<file path="config.mk">
export PLATFORM = sky130hd
export DESIGN_NAME = ame_muldiv
export DESIGN_NICKNAME = d
export VERILOG_FILES = /design/src/hdl/ame_pkg.sv /design/src/hdl/ame_muldiv.sv
export VERILOG_INCLUDE_DIRS = /design/src /design/src/hdl
export SDC_FILE = /design/constraint.sdc
export NUM_CORES = 1
export LEC_CHECK = 0
export ABC_AREA = 1
export BUFFER_PORTS_ARGS = -buffer_cell sky130_fd_sc_hd__buf_2
export CAP_MARGIN = 25
export CORE_ASPECT_RATIO = 1.25
export CORE_UTILIZATION = 40
export CTS_BUF_LIST = sky130_fd_sc_hd__clkbuf_8
export CTS_CLUSTER_DIAMETER = 100
export DETAILED_ROUTE_END_ITERATION = 8
export SETUP_SLACK_MARGIN = 0.1
export SLEW_MARGIN = 20
export SYNTH_ARGS = -nofsm -noshare
export SYNTH_HDL_FRONTEND = slang
export SYNTH_SLANG_ARGS = --single-unit
</file>
<file path="constraint.sdc">
create_clock -name clk -period 5 [get_ports clk]
set_input_delay 1 -clock clk [delete_from_list [all_inputs] [get_ports clk]]
set_output_delay 1 -clock clk [all_outputs]
set_load 0.005 [all_outputs]
</file>
<file path="src/hdl/accumulator_machine_execute_top_macros.svh">
// ----------------------------------------------------------------------------
// Assertion macros
// Concurrent assertion wrappers that are shared by the execute unit modules.
// ----------------------------------------------------------------------------
`ifndef ACCUMULATOR_MACHINE_EXECUTE_TOP_MACROS_SVH
`define ACCUMULATOR_MACHINE_EXECUTE_TOP_MACROS_SVH

`ifndef NO_ASSERTIONS
`define AME_ASSERT(lbl, prop, msg) \
  lbl: assert property (@(posedge clk) disable iff (rst) prop) else $error(msg);
`define AME_ASSERT_ALWAYS(lbl, prop, msg) \
  lbl: assert property (@(posedge clk) prop) else $error(msg);
`else
`define AME_ASSERT(lbl, prop, msg)
`define AME_ASSERT_ALWAYS(lbl, prop, msg)
`endif

`endif

</file>
<file path="src/hdl/ame_pkg.sv">
// ----------------------------------------------------------------------------
// Accumulator machine execute package
// Field widths, opcodes, status codes and the multiply/divide command type.
// ----------------------------------------------------------------------------
package ame_pkg;

  localparam int OPC_W  = 4;
  localparam int ADDR_W = 8;
  localparam int VAL_W  = 32;
  localparam int ST_W   = 2;

  typedef enum logic [OPC_W-1:0] {
    OP_ADD    = 4'd1,
    OP_SUB    = 4'd2,
    OP_MUL    = 4'd3,
    OP_DIV    = 4'd4,
    OP_JMP    = 4'd5,
    OP_JMPN   = 4'd6,
    OP_JMPP   = 4'd7,
    OP_JMPZ   = 4'd8,
    OP_COPY   = 4'd9,
    OP_LOAD   = 4'd10,
    OP_STORE  = 4'd11,
    OP_INPUT  = 4'd12,
    OP_OUTPUT = 4'd13,
    OP_STOP   = 4'd14
  } op_t;

  typedef enum logic [ST_W-1:0] {
    ST_OK       = 2'd0,
    ST_DIV_ZERO = 2'd1,
    ST_ILLEGAL  = 2'd2
  } st_t;

  localparam logic FUNC_WRITE = 1'b0;
  localparam logic FUNC_EXEC  = 1'b1;

  typedef struct packed {
    logic start;
    logic is_div;
  } md_cmd_t;

endpackage

</file>
<file path="src/hdl/ame_muldiv.sv">
// ----------------------------------------------------------------------------
// Iterative multiply/divide unit
// Shift-add multiply and restoring signed divide, one bit per cycle.
// ----------------------------------------------------------------------------
`include "accumulator_machine_execute_top_macros.svh"

module ame_muldiv import ame_pkg::*; #(
  parameter int WIDTH = 32
) (
  input  logic             clk,
  input  logic             rst,
  input  md_cmd_t          cmd,
  input  logic [WIDTH-1:0] opa,
  input  logic [WIDTH-1:0] opb,
  output logic             busy,
  output logic             fin,
  output logic [WIDTH-1:0] result
);

  localparam int CW = $clog2(WIDTH + 1);

  logic [CW-1:0]    cnt;
  logic             is_div;
  logic             negq;
  logic [WIDTH-1:0] part;
  logic [WIDTH-1:0] quo;
  logic [WIDTH-1:0] dvs;

  logic [WIDTH:0]   shifted;
  logic [WIDTH+1:0] diff;
  logic [WIDTH-1:0] mag_a;
  logic [WIDTH-1:0] mag_b;

  always_comb begin
    shifted = {part, quo[WIDTH-1]};
    diff    = {1'b0, shifted} - (WIDTH + 2)'(dvs);
    mag_a   = opa[WIDTH-1] ? (WIDTH'(0) - opa) : opa;
    mag_b   = opb[WIDTH-1] ? (WIDTH'(0) - opb) : opb;
    if (is_div) begin
      result = negq ? (WIDTH'(0) - quo) : quo;
    end else begin
      result = part;
    end
  end

  always_ff @(posedge clk) begin
    if (rst) begin
      busy <= 1'b0;
      fin  <= 1'b0;
      cnt  <= '0;
    end else begin
      fin <= 1'b0;
      if (cmd.start) begin
        busy   <= 1'b1;
        cnt    <= CW'(WIDTH);
        is_div <= cmd.is_div;
        negq   <= opa[WIDTH-1] ^ opb[WIDTH-1];
        part   <= '0;
        if (cmd.is_div) begin
          quo <= mag_a;
          dvs <= mag_b;
        end else begin
          quo <= opb;
          dvs <= opa;
        end
      end else if (busy) begin
        cnt <= cnt - CW'(1);
        if (cnt == CW'(1)) begin
          busy <= 1'b0;
          fin  <= 1'b1;
        end
        if (is_div) begin
          part <= diff[WIDTH+1] ? shifted[WIDTH-1:0] : diff[WIDTH-1:0];
          quo  <= {quo[WIDTH-2:0], ~diff[WIDTH+1]};
        end else begin
          if (quo[0]) begin
            part <= part + dvs;
          end
          dvs <= dvs << 1;
          quo <= quo >> 1;
        end
      end
    end
  end

  `AME_ASSERT(a_start_idle, cmd.start |-> !busy, "start while unit busy")
  `AME_ASSERT(a_start_busy, cmd.start |=> busy, "start did not make unit busy")
  `AME_ASSERT(a_fin_after_busy, fin |-> ($past(busy) && !busy), "finish without a run")

endmodule
</file>
# ---- Word level (Yosys, flattened, before mapping)
# Cells that the tools add are included.
dict set report op_classes {
  n_addsub 6
  eq_ne 2
  n_mux 22
  bitwise_logic 4
  n_reduce_logical 8
}
# operator n
set ops {}
lappend ops {{$mux 32} 16}
lappend ops {{$sub 1x32->32 const A} 3}
lappend ops {{$sub 33x32->34} 1}
lappend ops {{$add 32x32->32} 1}
lappend ops {{$mux 6} 2}
lappend ops {{$eq 6x1->1 const B} 1}
lappend ops {{$reduce_and 3->1} 2}
lappend ops {{$sub 6x1->6 const B} 1}
lappend ops {{$mux 1} 4}
lappend ops {{$reduce_and 2->1} 2}
lappend ops {{$not 1->1} 3}
lappend ops {{$reduce_bool 3->1} 1}
lappend ops {{$reduce_or 3->1} 1}
lappend ops {{$ne 2x2->1 const B} 1}
lappend ops {{$reduce_bool 2->1} 1}
lappend ops {{$reduce_or 2->1} 1}
lappend ops {{$xor 1x1->1} 1}
dict set report word_totals {
  register_bits 106
  word_cells 51
}

# ---- Logic depth before layout (Yosys ltp)
dict set report depth {
  word_depth 5
  ltp_mapped 17
  depth_no_buf 17
}

# ---- Least setup slack after synthesis
# No wires, ideal clock.
dict set report synth_path {
  path_kind {in2reg}
  from {input port cmd[1] (netlist bit)}
  to {register part[0] (enable)}
  setup_ps 432
  arrival_ps 3097
  required_ps 4568
  slack_ps 1471
  stages 4
  path_cell_list {buf_2 > nor2_1 > clkbuf_1 > a21oi_1}
}
dict set report synth_between {
  elab_chain_len 2
}
# element line_no
set synth_lines {}
lappend synth_lines {{start, declared} ame_muldiv.sv:12} ;# input md_cmd_t cmd,
lappend synth_lines {{$reduce_bool 3->1 (no line) or $reduce_bool 2->1 (tied branches)} n/a}
lappend synth_lines {{$reduce_and 3->1 (no line) (*)} n/a}
lappend synth_lines {{end signal, assigned} ame_muldiv.sv:73} ;# part <= diff[WIDTH+1] ? shifted[WIDTH-1:0] : diff[WIDTH-1:0];
lappend synth_lines {{end signal, assigned} ame_muldiv.sv:77} ;# part <= part + dvs;
lappend synth_lines {{end, declared} ame_muldiv.sv:25} ;# logic [WIDTH-1:0] part;
# Every way passes the cells marked *; elsewhere a longest branch is shown, timed or not.
# A chain may end at the register's enable or synchronous reset.

# ---- Final worst setup path
dict set report layout_path {
  from {register quo[2]}
  to {output port result[31]}
}
dict set report layout_between {
  elab_chain_len 3
}
# element line_no
set layout_lines {}
lappend layout_lines {{start, declared} ame_muldiv.sv:26} ;# logic [WIDTH-1:0] quo;
lappend layout_lines {{start signal, assigned} ame_muldiv.sv:60} ;# quo <= mag_a;
lappend layout_lines {{start signal, assigned} ame_muldiv.sv:63} ;# quo <= opb;
lappend layout_lines {{start signal, assigned} ame_muldiv.sv:74} ;# quo <= {quo[WIDTH-2:0], ~diff[WIDTH+1]};
lappend layout_lines {{$sub 1x32->32} ame_muldiv.sv:40} ;# result = negq ? (WIDTH'(0) - quo) : quo;
lappend layout_lines {{$mux 32} ame_muldiv.sv:40}
lappend layout_lines {{$mux 32} ame_muldiv.sv:39} ;# if (is_div) begin
lappend layout_lines {{end, declared} ame_muldiv.sv:17} ;# output logic [WIDTH-1:0] result
# Every way passes these cells.

==> run summary <==
Crit path top cell by count: nand3_1
count of hold buffers inserted by post-cts repair: 0
count of yosys warnings during synthesis: 0
summed negative setup slack over all endpoints: 0 ns
weighted congestion at the end of routability-driven global placement: 0.919
type of element launching the critical path: flop
Detail Placement HPWL: 37300 µm
outcome: finished, final reports clean
number of pins with negative max-slew slack in the final report: 0
Gates resized, CTS repair: 0
synthesized area per cell: 6.36 µm²
Post-synth EDFFs: 98
share of synthesized flip-flops with an asynchronous set or reset: 0%
static leakage power: 6.17 nW
count of pins on the block boundary: 102
synthesized instance count: 1954
Setup-failing EPs final: 0
total overflow reported by the global router: 0
IR drop worst, VDD: 0.120 mV
count of buffers inserted at the top-level ports: 101
path category of the worst min-delay check: reg2reg
Synth cell types: 53
CTS Root Cell: clkbuf_8
number of fill cells: 3240
Crit Reg-Reg Startpoint: part[0]$_SDFFCE_PP0P_
Hold Fails Final Rpt: 0
DRC violation count after routing: 0
buffers and inverters on the worst path: 2
GRT Total Usage: 29.1%
max-cap viol count: 0
Post-Layout Cell Count: 2424
critical path class: reg2out
detailed-routing iteration count for the pre-antenna-repair pass: 6
average via count per standard cell: 5.54
critical path endpoint category: output pin
min Tclk post-route: 3.84 ns
Antenna Diode Count: 0
Peak Freq: 261 MHz
slew at the pin with the worst max-slew slack: 0.894 ns
pin count of the biggest net entering global routing: 71
DR WL/cell: 18.9 µm
Critical Path RT: 4.00 ns
prevailing post-synth register cell: edfxtp_1
Critical Path Fanout Max: 3
standard cell core area: 30300 µm²
number of global-route vias before repair: 13024
R2R depth: 11
worst hold path stage count: 2
Hold Crit Endpoint: cnt[1]$_SDFFE_PP0P_
layout cells sized above 1: 9.34%
# rows: 71
number of register bits inferred by synthesis: 106
number of setup buffers added after CTS: 0
die outline height: 199 µm
sequential element share of the synthesized area: 25.0%
final critical-path share of the clock period: 76.8%
register-to-register path setup slack: 2.05 ns
Die Wd: 160 µm
clock sink count: 106
clock insertion delay at the later pin of the skew report: 0.41 ns
initial antenna violation count: 0
destination of the worst register-to-register timing path: part[24]$_SDFFCE_PP0P_
synthesized area: 12400 µm²
clock tree from TritonCTS: yes
slowest stage cell on the critical path: edfxtp_1
data arrival at the endpoint of the critical path: 2.84 ns
overall routed net length: 45900 µm
violation count after the first detailed-routing iteration: 1026
RSZ-0062 raised after global routing: no
crit-path leading delay family: simple AND/OR/NAND/NOR gates
biggest cell delay along the critical path: 0.43 ns
synthesized netlist net count: 2092
total stage count of the critical path: 9
number of levels in the clock H-tree: 3
starting density of the core: 41.0%
global-route wire length before repair: 71000 µm
post-route clock skew: 0.0183 ns
number of nets with antenna violations after detailed routing: 0
maximum buffer depth of the clock tree: 2
via count: 13437
total power density per cell area: 234 nW/µm²
area added between synthesis and finish: 8.79%
clock-pin transition on the worst setup and hold timing paths: 0.11 ns
die area: 31800 µm²
crit-path cells: nor3_2 > nand4_1 > inv_1 > nand2_1 > nor2_1 > nand3_1 > nand3_1 > a31oi_1 > buf_2
total number of nets in the final design: 2156
cell count after placement: 2407
min-delay src: cnt[1]$_SDFFE_PP0P_
TritonCTS buffer count: 9
relative slew slack: 40.3%
## worst max path at each step
stage / slack, ns / startpoint / endpoint
2_1_floorplan: 1.47 / cmd[1] / part[0]$_SDFFCE_PP0P_
3_3_place_gp: 1.66 / quo[2]$_DFFE_PP_ / result[31]
3_5_place_dp: 1.64 / quo[2]$_DFFE_PP_ / result[31]
4_1_cts: 1.18 / quo[2]$_DFFE_PP_ / result[31]
5_1_grt: 1.01 / quo[0]$_DFFE_PP_ / result[26]
6_report: 1.16 / quo[2]$_DFFE_PP_ / result[31]
## Yosys cell counts, types with 2 or more instances
master | instances | area share [%]
nand2_1 | 471 | 14
inv_1 | 246 | 7.4
nor2_1 | 205 | 6.2
o21ai_0 | 173 | 7.0
nand3_1 | 162 | 6.5
a21oi_1 | 150 | 6.0
edfxtp_1 | 98 | 24
ha_1 | 68 | 6.8
clkbuf_1 | 46 | 1.4
xor2_1 | 42 | 3.0
nor3_1 | 27 | 1.1
o211ai_1 | 26 | 1.6
o21ai_1 | 25 | 1.0
nand4_1 | 23 | 1.2
xnor2_1 | 19 | 1.3
o221ai_1 | 17 | 1.2
a22oi_1 | 13 | 0.79
o21bai_1 | 13 | 0.79
or2_2 | 11 | 0.55
a31oi_1 | 10 | 0.50
nor2_2 | 10 | 0.50
o21ai_2 | 10 | 0.70
buf_2 | 8 | 0.32
dfxtp_1 | 8 | 1.3
nand3b_1 | 7 | 0.42
nand2_2 | 5 | 0.25
nor4_1 | 5 | 0.25
o21a_1 | 5 | 0.30
a21o_1 | 4 | 0.24
a21oi_2 | 4 | 0.28
clkinv_1 | 4 | 0.12
nand3_2 | 3 | 0.24
nor3_2 | 3 | 0.24
o22ai_1 | 3 | 0.15
o31ai_1 | 3 | 0.18
a211oi_1 | 2 | 0.12
a21boi_0 | 2 | 0.12
buf_1 | 2 | 0.060
buf_6 | 2 | 0.18
fa_1 | 2 | 0.32
inv_2 | 2 | 0.060
nand2_4 | 2 | 0.18
nand2_8 | 2 | 0.32
nor2_4 | 2 | 0.18
## kinds of logic after synthesis
kind of cell    synth area share, %
buf+inv                        9.79
xor+xnor                       4.30
compound gates                 21.2
fa+ha+maj                      7.17
flops                          25.0
simple gates                   32.6
## final cells by class
cell class / count / area [µm²] / share of cell area [%]
Multi-Input combinational cell: 1536 / 8140 / 60.2
Sequential cell: 106 / 3100 / 23.0
Inverter: 252 / 947 / 7.01
Timing Repair Buffer: 113 / 636 / 4.70
Tap cell: 401 / 502 / 3.71
Clock buffer: 10 / 138 / 1.02
Clock inverter: 6 / 57.6 / 0.426
## worst min-delay path, cell delays in order (launching register included)
cell and delay, ns:
dfxtp_1 0.33, nor2_1 0.08, a211oi_1 0.05
## cells in the final DEF (no fill, tap or decap), types with 4 or more instances in the layout
| cell type | instances |
|---|---|
| nand2_1 | 471 |
| inv_1 | 248 |
| nor2_1 | 202 |
| o21ai_0 | 173 |
| nand3_1 | 162 |
| a21oi_1 | 149 |
| buf_2 | 101 |
| edfxtp_1 | 98 |
| ha_1 | 68 |
| xor2_1 | 42 |
| nor3_1 | 27 |
| o211ai_1 | 26 |
| o21ai_1 | 25 |
| nand4_1 | 23 |
| xnor2_1 | 19 |
| o221ai_1 | 17 |
| a22oi_1 | 13 |
| o21bai_1 | 13 |
| nor2_2 | 11 |
| or2_2 | 11 |
| o21ai_2 | 10 |
| a31oi_1 | 10 |
| clkbuf_8 | 10 |
| buf_4 | 10 |
| dfxtp_1 | 8 |
| nand3b_1 | 7 |
| nand2_2 | 5 |
| nor4_1 | 5 |
| o21a_1 | 5 |
| nor2_4 | 4 |
| a21oi_2 | 4 |
| a21o_1 | 4 |
## sequential cells by signal, summed over array words and instances (netlist names)
register  cells
negq          1
busy          1
quo          32
part         32
is_div        1
dvs          32
cnt           6
fin           1
## layer usage
metal / routed length (µm) / GRT usage, %
met5: 0 / 0
met3: 1660 / 1.95
met4: 2070 / 14.2
met2: 22600 / 52.5
met1: 19600 / 35.1
## report_power, final
group	internal [mW]	switching [mW]
clock	0.243	0.332
sequential	1.07	0.0851
combinational	0.479	0.960
## through the flow
| step | util [%] | hold WS [ns] | worst slack [ns] | area (µm²) | total power [mW] |
|---|---|---|---|---|---|
| final | 44.6 | 0.493 | 1.16 | 13500 | 3.17 |
| after floorplan | - | 0.462 | 1.47 | 12400 | 2.14 |
| after global placement | 43.8 | 0.471 | 1.66 | 13300 | 2.57 |
| after global routing | 44.6 | 0.529 | 1.01 | 13500 | 3.38 |
| after detailed placement | 43.9 | 0.479 | 1.64 | 13300 | 2.59 |
| after CTS | 44.5 | 0.493 | 1.18 | 13500 | 3.15 |
No activity file was read; power rests on OpenSTA's default activity.
